### config.mk
export PLATFORM = sky130hd
export DESIGN_NAME = seven_segment_serial_display_driver
export DESIGN_NICKNAME = d
export VERILOG_FILES = /design/src/hdl/ssd_pkg.sv /design/src/hdl/seven_segment_serial_display_driver.sv
export SDC_FILE = /design/constraint.sdc
export NUM_CORES = 1
export LEC_CHECK = 0
export BUFFER_PORTS_ARGS = -buffer_cell sky130_fd_sc_hd__buf_4
export CAP_MARGIN = 25
export CELL_PAD_IN_SITES_DETAIL_PLACEMENT = 0
export CELL_PAD_IN_SITES_GLOBAL_PLACEMENT = 1
export CORE_UTILIZATION = 25
export CTS_BUF_LIST = sky130_fd_sc_hd__clkbuf_8 sky130_fd_sc_hd__clkbuf_16
export DETAILED_ROUTE_END_ITERATION = 12
export PLACE_DENSITY = 0.43
export SKIP_CTS_REPAIR_TIMING = 1
export SYNTH_ARGS = -nofsm -noshare
export SYNTH_HDL_FRONTEND = slang
export SYNTH_SLANG_ARGS = --single-unit
### constraint.sdc
create_clock -name clk -period 10.61 [get_ports clk]
set_input_delay 0.5305 -clock clk [delete_from_list [all_inputs] [get_ports clk]]
set_output_delay 0.5305 -clock clk [all_outputs]
set_load 0.1 [all_outputs]
### src/hdl/ssd_pkg.sv
// ----------------------------------------------------------------------------
// ssd_pkg
// Command codes, digit constants and segment tables for the display driver.
// ----------------------------------------------------------------------------
`default_nettype none

package ssd_pkg;

  // command codes
  localparam logic OP_RAW     = 1'b0;
  localparam logic OP_DECIMAL = 1'b1;

  // reciprocal constants for exact division of a 16-bit value
  localparam logic [15:0] RECIP_10   = 16'd52429;   // shift 19
  localparam logic [16:0] RECIP_100  = 17'd83887;   // shift 23
  localparam logic [16:0] RECIP_1000 = 17'd67109;   // shift 26

  typedef logic [3:0] digit_t;

  // outer position: P C D E in bits 15..12, G F A B in bits 3..0
  function automatic logic [15:0] outer_seg(input digit_t d);
    logic [15:0] seg;
    unique case (d)
      4'd0:    seg = 16'h7007;
      4'd1:    seg = 16'h4001;
      4'd2:    seg = 16'h300B;
      4'd3:    seg = 16'h600B;
      4'd4:    seg = 16'h400D;
      4'd5:    seg = 16'h600E;
      4'd6:    seg = 16'h700E;
      4'd7:    seg = 16'h4003;
      4'd8:    seg = 16'h700F;
      4'd9:    seg = 16'h600F;
      default: seg = 16'h0000;
    endcase
    return seg;
  endfunction

  // middle position: P C D E G F A B in bits 11..4
  function automatic logic [15:0] middle_seg(input digit_t d);
    logic [15:0] seg;
    unique case (d)
      4'd0:    seg = 16'h0770;
      4'd1:    seg = 16'h0410;
      4'd2:    seg = 16'h03B0;
      4'd3:    seg = 16'h06B0;
      4'd4:    seg = 16'h04D0;
      4'd5:    seg = 16'h06E0;
      4'd6:    seg = 16'h07E0;
      4'd7:    seg = 16'h0430;
      4'd8:    seg = 16'h07F0;
      4'd9:    seg = 16'h06F0;
      default: seg = 16'h0000;
    endcase
    return seg;
  endfunction

endpackage

`default_nettype wire

### src/hdl/seven_segment_serial_display_driver.sv
// ----------------------------------------------------------------------------
// seven_segment_serial_display_driver
// Turns raw or decimal commands into a serial bit stream plus latch pulse
// for a chain of shift registers driving three seven-segment digits.
// ----------------------------------------------------------------------------
//
//  channel | handshake          | payload
//  --------+--------------------+-------------------------------------------
//  in      | in_valid/in_ready  | operation (1b), payload (32b)
//  out     | out_valid/out_ready| serial_bit (1b), latch_pulse (1b)
//
//  each command yields SHIFT_LENGTH data-bit transactions, LSB first, then
//  one latch transaction: SHIFT_LENGTH + 1 transactions per command (33 by
//  default), from the single output shifter that emits one bit a cycle while out_ready is high.
//  a command waits in the hold register while the previous one shifts, so
//  the shifter reloads right after a latch with no gap.
//  an accepted command passes through the hold register into the shifter before its first bit goes out.
//  rst (synchronous) empties the hold register and stops the shifter.
//  an output stall freezes the shifter; the hold register still takes one
//  more command while the shifter is busy.
// ----------------------------------------------------------------------------
`default_nettype none

module seven_segment_serial_display_driver
  import ssd_pkg::*;
#(
  parameter int SHIFT_LENGTH = 32
) (
  input  wire logic        clk,
  input  wire logic        rst,
  input  wire logic        in_valid,
  output logic             in_ready,
  input  wire logic        operation,
  input  wire logic [31:0] payload,
  output logic             out_valid,
  input  wire logic        out_ready,
  output logic             serial_bit,
  output logic             latch_pulse
);

  localparam int CNT_W = $clog2(SHIFT_LENGTH + 1);
  localparam logic [CNT_W-1:0] LAST = CNT_W'(SHIFT_LENGTH);

  // hold register: command plus quotients of the low 16 bits
  logic        hold_valid;
  logic        hold_op;
  logic [31:0] hold_payload;
  logic [12:0] hold_q10;
  logic [9:0]  hold_q100;
  logic [6:0]  hold_q1000;

  // shifter
  logic                    active;
  logic [SHIFT_LENGTH-1:0] shift_reg;
  logic [CNT_W-1:0]        count;

  // reciprocal products on the incoming value
  logic [31:0] prod10;
  logic [32:0] prod100;
  logic [32:0] prod1000;

  // digit extraction from the hold register
  logic [15:0] ones_full;
  logic [12:0] tens_full;
  logic [9:0]  hund_full;
  logic [31:0] seg_word;
  logic [31:0] load_word;

  logic out_take;
  logic is_latch;
  logic last_take;
  logic load;

  // ---- input side ----------------------------------------------------------

  assign prod10   = 32'(payload[15:0]) * 32'(RECIP_10);
  assign prod100  = 33'(payload[15:0]) * 33'(RECIP_100);
  assign prod1000 = 33'(payload[15:0]) * 33'(RECIP_1000);

  // hold register frees up in the same cycle the shifter loads from it
  assign in_ready = !hold_valid || load;

  always_ff @(posedge clk) begin
    if (rst) begin
      hold_valid <= 1'b0;
    end else if (in_ready) begin
      hold_valid <= in_valid;
    end
  end

  always_ff @(posedge clk) begin
    if (in_valid && in_ready) begin
      hold_op      <= operation;
      hold_payload <= payload;
      hold_q10     <= prod10[31:19];
      hold_q100    <= prod100[32:23];
      hold_q1000   <= prod1000[32:26];
    end
  end

  // ---- decimal decode ------------------------------------------------------

  // remainders by shift-add times ten: v - 10*(v/10) and so on
  assign ones_full = hold_payload[15:0]
                   - (({3'b000, hold_q10} << 3) + ({3'b000, hold_q10} << 1));
  assign tens_full = hold_q10
                   - ((13'(hold_q100) << 3) + (13'(hold_q100) << 1));
  assign hund_full = hold_q100
                   - ((10'(hold_q1000) << 3) + (10'(hold_q1000) << 1));

  // hundreds on the upper outer position, tens in the middle, ones below
  assign seg_word = {outer_seg(hund_full[3:0]), 16'h0000}
                  | {16'h0000, middle_seg(tens_full[3:0])}
                  | {16'h0000, outer_seg(ones_full[3:0])};

  assign load_word = (hold_op == OP_DECIMAL) ? seg_word : hold_payload;

  // ---- output shifter ------------------------------------------------------

  assign is_latch  = (count == LAST);
  assign out_take  = out_valid && out_ready;
  assign last_take = out_take && is_latch;
  assign load      = hold_valid && (!active || last_take);

  always_ff @(posedge clk) begin
    if (rst) begin
      active <= 1'b0;
      count  <= '0;
    end else if (load) begin
      active <= 1'b1;
      count  <= '0;
    end else if (last_take) begin
      active <= 1'b0;
    end else if (out_take) begin
      count <= count + CNT_W'(1);
    end
  end

  always_ff @(posedge clk) begin
    if (load) begin
      shift_reg <= load_word[SHIFT_LENGTH-1:0];
    end else if (out_take) begin
      shift_reg <= shift_reg >> 1;
    end
  end

  // data bits first, then the latch transaction with its data bit at zero
  assign out_valid   = active;
  assign serial_bit  = shift_reg[0] && !is_latch;
  assign latch_pulse = is_latch;

  // ---- assertions ----------------------------------------------------------

  // a waiting command starts shifting as soon as the shifter is idle
  a_idle_load : assert property (@(posedge clk) disable iff (rst)
    hold_valid && !active |=> active && count == '0)
    else $error("held command not loaded into idle shifter");

  // the bit counter never runs past the latch position
  a_count_range : assert property (@(posedge clk) disable iff (rst)
    active |-> count <= LAST)
    else $error("shift counter out of range");

  // after a latch with a command waiting, the next command follows at once
  a_back_to_back : assert property (@(posedge clk) disable iff (rst)
    last_take && hold_valid |=> out_valid && !latch_pulse && count == '0)
    else $error("gap between consecutive commands");

  // a data bit transaction advances the counter by exactly one
  a_count_step : assert property (@(posedge clk) disable iff (rst)
    out_take && !is_latch |=> count == $past(count) + CNT_W'(1))
    else $error("shift counter skipped");

endmodule

`default_nettype wire

# Yosys cells after proc, flatten, opt, wreduce, memory -nomap -nowiden
# Memories as Yosys holds them, arrays and structs flattened.
# Cells that the tools add are included.
# Widths: inputs -> output; s select.
# totals
regBits,84
mem_bits_ro,336
inputBits,37
out_inout_bits,4
wordCells,45
n_memories,3
# memory_table
memory,words,width,read_ports,rd_ports_with_merged_regs,wr,line,text
(name not given),16,7,1,0,0,ssd_pkg.sv:23,unique case (d)
(name not given),16,7,1,0,0,ssd_pkg.sv:42,unique case (d)
(name not given),16,7,1,0,0,ssd_pkg.sv:23,
# op_classes
addsub,7
multipliers,3
eq_ne,1
muxes,5
n_bitwise,3
reduce_logical,14
# op_table
operator,count
$mux 32,3
$or 32x16->32,2
$mul 16x17->29 const B,1
$mul 16x17->27 const B,1
$mul 16x16->23 const B,1
$add 4x4->4,3
$sub 4x4->4,3
$add 6x1->6 const B,1
$eq 6x6->1 const B,1
$logic_and 1x1->1,5
$reduce_bool 2->1,2
$logic_not 1->1,3
$logic_or 1x1->1,2
$mux 1,2
$reduce_and 2->1,1
$reduce_or 2->1,1
$not 1->1,1

# Depth between registers and ports, before layout
# Gate-level depths: netlist of run 1.
# An unclocked memory read counts as a cell.
# depth
word_depth,7
mapped_depth,19
mapped_depth_nobuf,19

# Worst setup path before layout of run 1
# No wires, ideal clock.
# synth_path
path_type,input to register
from,in payload[10]
to,"reg hold_q100[3], data pin"
setup_time_ns,0.260
arrival_time_ns,5.049
t_required_ns,10.350
slack_ns,5.301
path_stages,15
path_buffers,0
path_cell_list,fa_1 fa_1 inv_1 fa_1 inv_1 fa_1 fa_1 fa_1 ha_1 and4_1 nand4_1 or3_1 o221ai_1 a21oi_1 xnor2_1
# synth_between
elab_chain_len,1
# synth_rtl
item,line,text
"start, declared",seven_segment_serial_display_driver.sv:34,"input wire logic [31:0] payload,"
$mul 16x17->27,seven_segment_serial_display_driver.sv:77,assign prod100 = 33'(payload[15:0]) * 33'(RECIP_100);
via prod100[26],seven_segment_serial_display_driver.sv:59,logic [32:0] prod100;
"end signal, assigned",seven_segment_serial_display_driver.sv:96,hold_q100 <= prod100[32:23];
"end, declared",seven_segment_serial_display_driver.sv:49,logic [9:0] hold_q100;
# The timed path passes the listed nets, and every way through them passes these cells.
# A chain may end at the register's enable or synchronous reset.

# Worst setup path in the final report of run 1
# layout_path
from,in payload[5]
to,"reg hold_q100[3], data pin"
# Same word-level chain as after synthesis.

==> impl_metrics.toml, run 1 <==
[timing]
max_freq_mhz = 175
grt_setup_unrepaired = "no"
tightest_slew_ns = 0.715
fin_ws_ns = 4.91
timing.slew.headroom_pct = 52.3
finalWorstPathRequiredPeriod_ns = 5.70
hold_viol = 0
setup_viol = 0
fin_tns_setup_ns = 0
finalCritPeriodShare_pct = 53.7
skew_ns = 0.0106
maxSlewViolCount = 0

[clock_tree]
cts_made_buffers = 9
cts.sink_count = 84
cts_buffer_depth = 2
root_buffer = "clkbuf_16"
cts_tree = "yes"
path_clk_slew_ns = 0.07
clock_latency_ns = 0.37
cts-htree-levels = 3

[place]
dp_hpwl_mm = 32.3
place_congestion = 0.783
dpl_worst_slack_ns = 4.43
io_buffers = 40
dp_cells = 2133

[pwr]
p_clk_share_pct = 7.4
power_density_mw_per_mm2 = 268
p_switching_mw = 2.11
p_sw_share_pct = 50.6
comb_power_share_pct = 80.7
p_leak_nw = 7.88
total_power_mw = 4.17
irDropWorstVdd_mv = 0.144
seq_power_share_pct = 11.9
p_int_mw = 2.06

[yosys]
synth_edf_count = 76
yosys_register_bits = 84
yosysSeqAreaShare_pct = 17.4
syn_inst = 1352
yosys.area.top_type = "fa_1"
synth_fp_nets = 1906
synthesis.area_mm2 = 0.0141
ys_top_cells_by_area = "fa_1 29%, ha_1 28%, edfxtp_1 16%"
synthFlopType = "edfxtp_1"
async_flop_share_pct = 0
ys_types = 50
synth_top_area_share_pct = 28.9
avgSynthCellArea_um2 = 10.4
synth_warnings = 0

[layout]
n_antenna_cell = 0
layout.cells.non_filler = 2149
fin_nets = 1950
drive_above_1_share_pct = 4.71
final.fill_count = 5904
utilization_pct = 28.1
area_delta_synth_final_pct = 10.7

[routing]
wl_mm = 38.7
drtIter0Drc = 323
via_count = 8919
drc = 0
drt_first_pass_iters = 4
ant_nets = 0
via_per_inst = 4.15
wl_per_cell_um = 18.0

[critical_path]
critPathMostFrequentCell = "inv_1"
critPathCaptureType = "register"
path_cells = "buf_4 > inv_1 > ha_1 > inv_1 > fa_1 > inv_1 > fa_1 > inv_1 > fa_1 > fa_1 > inv_1 > fa_1 > inv_1 > ha_1 > nor3_1 > o21ai_0 > a221oi_1 > o221ai_1 > a21oi_1 > xnor2_1"
cp.required_ns = 10.72
startpoint_type = "input port"
cpPeakStageDelay_ns = 0.56
worst-setup-path-type = "input port to register"
arrival_ns = 5.82
cp_slowest_cell = "fa_1"
crit_fanout = 12

[grt]
grt_first_pass_wirelength_mm = 60.9
grtUsageTotal_pct = 14.5
antenna_found_initial = 0
grt_max_degree = 45
grt_pass1_vias = 10100
overflow = 0

[floorplan]
start_util_pct = 25.4
ios = 41
design.core.area_mm2 = 0.0553
die_y_um = 239
rows = 86
die_w_um = 239
fp.dieArea_mm2 = 0.0572

[outcome]
outcome = "complete, no violations"

[run]
cap_violations = 0

[worst_hold_path]
hold_path_class = "input port to register"
[through the flow]
step,area (um^2),hold WS [ns]
floorplan,14100,0.484
global placement,15300,0.497
detailed placement,15300,0.498
CTS,15600,0.303
global route,15600,0.310
finish,15600,0.334
[synthesized netlist by cell type, types with 2 or more instances]
master    count
nand3b_1     12
clkbuf_1      4
dfxtp_1       8
or3_1        14
nand4_1       8
nor2_1       32
mux2i_1       2
nor3_1       13
a21boi_0      2
a211oi_1      6
and2_1        3
a41oi_1       2
o31ai_1       6
buf_2         5
a221oi_1      2
xor2_1       12
o22ai_1       4
a22o_1        2
inv_1       385
fa_1        203
o21ai_1       9
and4_1        2
nor3b_1       3
xnor2_1      38
a21oi_1      43
or4_1         3
o211ai_1      4
ha_1        314
nand2_1      61
a21o_1       15
o21ai_0      32
a31oi_1       2
edfxtp_1     76
nand3_1       9
[cell type report]
cell class	count	area (um^2)	area share [%]
tap	748	936	6.02
sequential	84	2440	15.7
clock inverter	7	51.3	0.330
clock buffer	9	225	1.45
timing repair buffer	44	330	2.12
multi-input combinational	872	10100	65.1
inverter	385	1450	9.29
[power groups by stage]
| stage | Clock (mW) | Sequential (mW) | Combinational, mW |
|---|---|---|---|
| finish | 0.309 | 0.495 | 3.37 |
| global route | 0.336 | 0.502 | 3.97 |
| CTS | 0.328 | 0.499 | 3.45 |
| detailed placement | 0 | 0.506 | 3.40 |
| global placement | 0 | 0.506 | 3.44 |
| floorplan | 0 | 0.490 | 2.53 |
[final timing paths]
path / from / endpoint / slack, ns / cells past startpoint
hold / removal: payload[24] / hold_payload[24] / 0.33 / 1
hold reg to reg: shift_reg[27] / shift_reg[26] / 0.51 / 2
setup / recovery: payload[5] / hold_q100[3] / 4.91 / 20
setup reg to reg: hold_q100[1] / shift_reg[9] / 8.22 / 7
[layer usage]
layer | share of wire (%) | up-vias | GRT usage [%]
li1 | - | 4411 | -
met1 | 48 | 4407 | 19.8
met2 | 48 | 82 | 24.7
met3 | 2.6 | 19 | 1.55
met4 | 1.1 | 0 | 2.56
met5 | 0 | - | 0
[cells in the final DEF, fill, tap and decap left out, drive strengths merged, types with 3 or more instances in the layout]
cell type    n
a21oi       44
clkbuf       9
inv        386
clkinv       4
xnor2       38
edfxtp      76
ha         314
a21o        15
xor2        12
o22ai        4
nor3b        3
nor2        32
o21ai       41
nand4        8
or3         14
nand3        9
a211oi       6
buf         44
a21boi       3
nand3b      12
o211ai       4
or4          3
nor3        13
and2         3
nand2       61
dfxtp        8
o31ai        6
fa         203
[worst max-delay path, delay by kind of cell]
family | cells | cell delay, ns
AO/OA/AOI/OAI | 4 | 0.91
adder cells (fa/ha/maj) | 7 | 3.27
AND/OR/NAND/NOR | 1 | 0.17
buffers and inverters | 7 | 0.84
XOR/XNOR | 1 | 0.08
[kinds of logic (layout without fill, tap and decap cells)]
logic type / after synthesis / count (layout) / share of synthesized area [%]
buffers and inverters: 396 / 445 / 10.7
adder cells (fa/ha/maj): 517 / 517 / 56.9
AO/OA/AOI/OAI: 138 / 138 / 5.96
XOR/XNOR: 50 / 50 / 3.12
AND/OR/NAND/NOR: 165 / 165 / 5.87
flip-flops: 84 / 84 / 17.4
multiplexers: 2 / 2 / 0.142
Note: power is estimated with default switching activity, not from simulation.
==> run 2, diff against run 1 <==
--- a/config.mk
+++ b/config.mk
@@ -12,7 +12,7 @@
 export CORE_UTILIZATION = 25
 export CTS_BUF_LIST = sky130_fd_sc_hd__clkbuf_8 sky130_fd_sc_hd__clkbuf_16
 export DETAILED_ROUTE_END_ITERATION = 12
-export PLACE_DENSITY = 0.43
+export PLACE_DENSITY = 0.44
 export SKIP_CTS_REPAIR_TIMING = 1
 export SYNTH_ARGS = -nofsm -noshare
 export SYNTH_HDL_FRONTEND = slang
==> constraint.sdc (replaced) <==
create_clock -name clk -period 4.7 [get_ports clk]
set_input_delay 0.235 -clock clk [delete_from_list [all_inputs] [get_ports clk]]
set_output_delay 0.235 -clock clk [all_outputs]
set_load 0.1 [all_outputs]
==> run 2 against run 1 <==
Net effect:
- the run now ends with setup timing left
- non-clock buffer count up 151
- sequential power is 120% higher
- clock skew is essentially flat
- critical path depth fell by 3
- clock-buffer cell count is 1 higher
- register-to-register slack worse by 6.0 ns
- cell count grew 7.0%
- global-route usage is 0.078 points lower
- total power grew to 2.7 times the previous value
- utilization rose by 3.1 points
- critical path type unchanged
==> impl_metrics.toml, run 2 (synthesized netlist as in run 1, its figures left out) <==
[timing]
tightest_slew_ns = 0.697
maxSlewViolCount = 0
whs_ns = 0.0696
timing.slew.headroom_pct = 53.0
finalWorstPathRequiredPeriod_ns = 4.70
skew_ns = 0.0107
max_freq_mhz = 213
finalCritPeriodShare_pct = 100
fin_ws_ns = -0.00179
hold_viol = 0
grt_setup_unrepaired = "yes"
setup_viol = 1
fin_tns_setup_ns = -0.00179

[layout]
final_cell_mix = "371 x inv_1, 292 x ha_1, 187 x fa_1, 178 x buf_4, 76 x edfxtp_1"
seq_area_mm2 = 0.00244
final.fill_count = 5892
drive_above_1_share_pct = 19.1
layout.cells.non_filler = 2300
area_delta_synth_final_pct = 22.9
utilization_pct = 31.2
n_antenna_cell = 0
fin_nets = 2101
multi_input_area_mm2 = 0.0106
final_common_cell = "inv_1"

[floorplan]
start_util_pct = 25.4
ios = 41
rows = 86
die_y_um = 239
design.core.area_mm2 = 0.0553
die_w_um = 239
fp.dieArea_mm2 = 0.0572

[critical_path]
crit_fanout = 3
cp.required_ns = 4.79
startpoint_type = "input port"
critPathCaptureType = "register"
worst-setup-path-type = "input port to register"
arrival_ns = 4.79

[pwr]
p_int_mw = 5.82
p_clk_share_pct = 6.3
p_leak_nw = 8.66
irDropWorstVdd_mv = 0.518
comb_power_share_pct = 83.7
seq_power_share_pct = 10.0
p_switching_mw = 5.28
p_sw_share_pct = 47.6
power_density_mw_per_mm2 = 643

[routing]
drc = 0
drt_first_pass_iters = 5
via_per_inst = 4.08
wl_mm = 40.0
wl_per_cell_um = 17.4
via_count = 9386
drtIter0Drc = 285
ant_nets = 0

[clock_tree]
cts-htree-levels = 3
cts_made_buffers = 9
clock_latency_ns = 0.34
root_buffer = "clkbuf_16"
cts.sink_count = 84
cts_tree = "yes"
path_clk_slew_ns = 0.06
cts_buffer_depth = 2

[place]
io_buffers = 40
dpl_worst_slack_ns = -0.539
place_congestion = 0.815
dp_cells = 2278
dp_hpwl_mm = 35.3

[outcome]
violations = "setup timing"
outcome = "finished with violations"

[grt]
grtUsageTotal_pct = 14.4
grt_max_degree = 38
grt_first_pass_wirelength_mm = 60.9
grt_pass1_vias = 10300
overflow = 0
antenna_found_initial = 2

[worst_hold_path]
hold_path_class = "input port to register"

[run]
cap_violations = 0
-- run 2: changes by cell type in the layout (fill, tap and decap cells not counted), sizes merged --
| cell | before | now |
|---|---|---|
| bufinv | 0 | 1 |
| clkinv | 4 | 2 |
| clkbuf | 9 | 10 |
| buf | 44 | 195 |
-- run 2: metrics by stage --
stage	cell area, um^2	total power, mW
after global placement	16500	9.70
after global routing	17300	12.6
final	17300	11.1
after CTS	16800	10.5
after floorplan	14200	7.00
after detailed placement	16500	9.65
-- run 2: layout make-up --
| cell class | instances | share of cell area (%) |
|---|---|---|
| multi-input combinational | 872 | 61.3 |
| sequential | 84 | 14.1 |
| clock buffer | 10 | 1.38 |
| tap | 748 | 5.42 |
| clock inverter | 6 | 0.290 |
| timing repair buffer | 195 | 9.06 |
| inverter | 385 | 8.42 |
-- run 2: worst max-delay path, stage by stage --
cell and delay (ns):
buf_4 0.15, fa_2 0.54, inv_2 0.05, fa_1 0.50, inv_1 0.05, fa_1 0.53
fa_2 0.45, fa_1 0.51, inv_1 0.05, fa_1 0.49, inv_2 0.05, ha_4 0.27
nand4_1 0.13, or3_4 0.41, o221ai_4 0.18, a21oi_2 0.09, xnor2_1 0.12
-- run 2: per-layer routing --
layer  up-vias  GRT usage [%]  part of all wire (%)
met1      4570           19.5                    48
met5         -              0                 0.033
met2        87           25.3                    48
met4         2           2.80                   1.5
met3        20          0.901                   1.8
li1       4707              -                     -
-- run 2: path summary, 6_finish.rpt --
kind / end / startpoint / slack, ns / cells after the start
max: hold_q100[3] / payload[6] / -0.002 / 17
min: hold_op / operation / 0.07 / 1
max reg2reg: hold_payload[10] / count[0] / 2.22 / 7
min reg2reg: shift_reg[11] / shift_reg[12] / 0.51 / 2
-- run 2: power groups by stage --
stage | sequential [mW] | clock (mW) | combinational, mW
finish | 1.11 | 0.695 | 9.30
global placement | 1.13 | 0 | 8.57
global route | 1.12 | 0.744 | 10.7
floorplan | 1.11 | 0 | 5.89
detailed placement | 1.13 | 0 | 8.52
CTS | 1.12 | 0.725 | 8.62
==> run 3, diff against run 2 <==
--- a/config.mk
+++ b/config.mk
@@ -9,10 +9,10 @@
 export CAP_MARGIN = 25
 export CELL_PAD_IN_SITES_DETAIL_PLACEMENT = 0
 export CELL_PAD_IN_SITES_GLOBAL_PLACEMENT = 1
-export CORE_UTILIZATION = 25
+export CORE_UTILIZATION = 40
 export CTS_BUF_LIST = sky130_fd_sc_hd__clkbuf_8 sky130_fd_sc_hd__clkbuf_16
 export DETAILED_ROUTE_END_ITERATION = 12
-export PLACE_DENSITY = 0.44
+export PLACE_DENSITY = 0.66
 export SKIP_CTS_REPAIR_TIMING = 1
 export SYNTH_ARGS = -nofsm -noshare
 export SYNTH_HDL_FRONTEND = slang
==> run 3 against run 2 <==
Net effect:
- the flow still finishes with violations (setup timing)
- die area decreased by 37%
- critical path type unchanged
- largest power group unchanged
- sequential power about the same
- sequential cell count unchanged
- utilization increased by 18 points
- total power decreased by 0.20%
- critical path depth decreased by 1
==> impl_metrics.toml, run 3 (synthesized netlist as in run 1, its figures left out) <==
[critical_path]
startpoint_type = "input port"
worst-setup-path-type = "input port to register"
critPathCaptureType = "register"
r2r_slack_ns = 2.35
arrival_ns = 4.79
regToRegStartpoint = "count[0]"
rr_worst_depth = 8
cp.required_ns = 4.79
r2r-end = "shift_reg[16]"
crit_fanout = 5

[timing]
timing.slew.headroom_pct = 62.7
skew_ns = 0.0111
finalWorstPathRequiredPeriod_ns = 4.71
fin_tns_setup_ns = -0.00503
hold_viol = 0
max_freq_mhz = 213
fin_ws_ns = -0.00503
whs_ns = 0.0657
finalCritPeriodShare_pct = 100
grt_setup_unrepaired = "yes"
maxSlewViolCount = 0
tightest_slew_ns = 0.555
setup_viol = 1

[layout]
utilization_pct = 48.9
stdcell_area_mm2 = 0.0169
drive_above_1_share_pct = 19.4
final_cell_mix = "369 x inv_1, 292 x ha_1, 188 x fa_1, 179 x buf_4, 76 x edfxtp_1"
final_common_cell = "inv_1"
layout.cells.non_filler = 2007
fin_nets = 2101
area_delta_synth_final_pct = 20.2
n_antenna_cell = 0

[routing]
wl_per_cell_um = 17.3
drt_first_pass_iters = 6
ant_nets = 0
drc = 0
via_per_inst = 4.74
drtIter0Drc = 354
via_count = 9521
wl_mm = 34.7

[grt]
grt_pass1_vias = 10400
grtUsageMet3_pct = 1.85
grt-busiest-layer = "met2"
grt_max_degree = 45
grtUsageTotal_pct = 20.5
grt_first_pass_wirelength_mm = 55.8
met2_usage_pct = 34.7
overflow = 0
antenna_found_initial = 0
grt_use_met1_pct = 27.2

[outcome]
violations = "setup timing"
outcome = "finished with violations"

[floorplan]
die_w_um = 189
die_y_um = 189
rows = 68
start_util_pct = 40.7
design.core.area_mm2 = 0.0345
ios = 41
fp.dieArea_mm2 = 0.0359

[clock_tree]
cts_buffer_depth = 2
cts_made_buffers = 9
path_clk_slew_ns = 0.07
root_buffer = "clkbuf_16"
cts_tree = "yes"
clock_latency_ns = 0.34
cts.sink_count = 84
cts-htree-levels = 3

[place]
dp_cells = 1984
placed_area_mm2 = 0.0161
place_congestion = 0.902
dp_hpwl_mm = 30.4
dpl_worst_slack_ns = -0.471
io_buffers = 40

[worst_hold_path]
holdPathStages = 1
hold_path_class = "input port to register"
min_to = "hold_payload[27]"
hp-start = "payload[27]"

[pwr]
irDropWorstVdd_mv = 0.599
power_density_mw_per_mm2 = 656
total_power_mw = 11.1
p_leak_nw = 8.63

[run]
cap_violations = 0
## run 3: worst max-delay path by stage
stage / startpoint / endpoint / slack [ns] / cells past startpoint
2_1_floorplan: payload[12] / hold_q100[3] / -0.11 / 15
3_3_place_gp: payload[2] / hold_q1000[2] / -0.46 / 18
3_5_place_dp: payload[5] / hold_q100[3] / -0.47 / 18
4_1_cts: payload[2] / hold_q1000[2] / -0.12 / 18
5_1_grt: payload[12] / hold_q100[3] / -0.18 / 16
6_report: payload[12] / hold_q100[3] / -0.005 / 16
## run 3: layout make-up
cell class | instances | area, um^2
repair buffers | 195 | 1550
well taps | 455 | 569
flip-flops and latches | 84 | 2440
inverters | 385 | 1460
clock inverters | 6 | 46.3
clock buffers | 10 | 250
multi-input cells | 872 | 10600
fillers | 3290 | 17600
## run 3: per-layer routing
metal	wire length, um	share of wire [%]
met5	0	0
met3	1430	4.1
met2	16500	48
met1	15600	45
met4	1140	3.3
## run 3: critical path, cell delays in order
cell,delay [ns]
buf_12,0.11
fa_2,0.49
fa_1,0.55
inv_1,0.05
fa_1,0.47
inv_1,0.05
fa_1,0.47
fa_1,0.51
fa_1,0.41
ha_1,0.29
and4_4,0.21
nand4_1,0.10
or3_1,0.40
o221ai_2,0.22
a21oi_2,0.09
xnor2_1,0.13
## run 3: report_power, final
group / internal [mW] / total [mW] / switching, mW
combinational: 4.41 / 9.28 / 4.87
clock: 0.396 / 0.692 / 0.296
sequential: 1.05 / 1.11 / 0.0581
total: 5.86 / 11.1 / 5.23
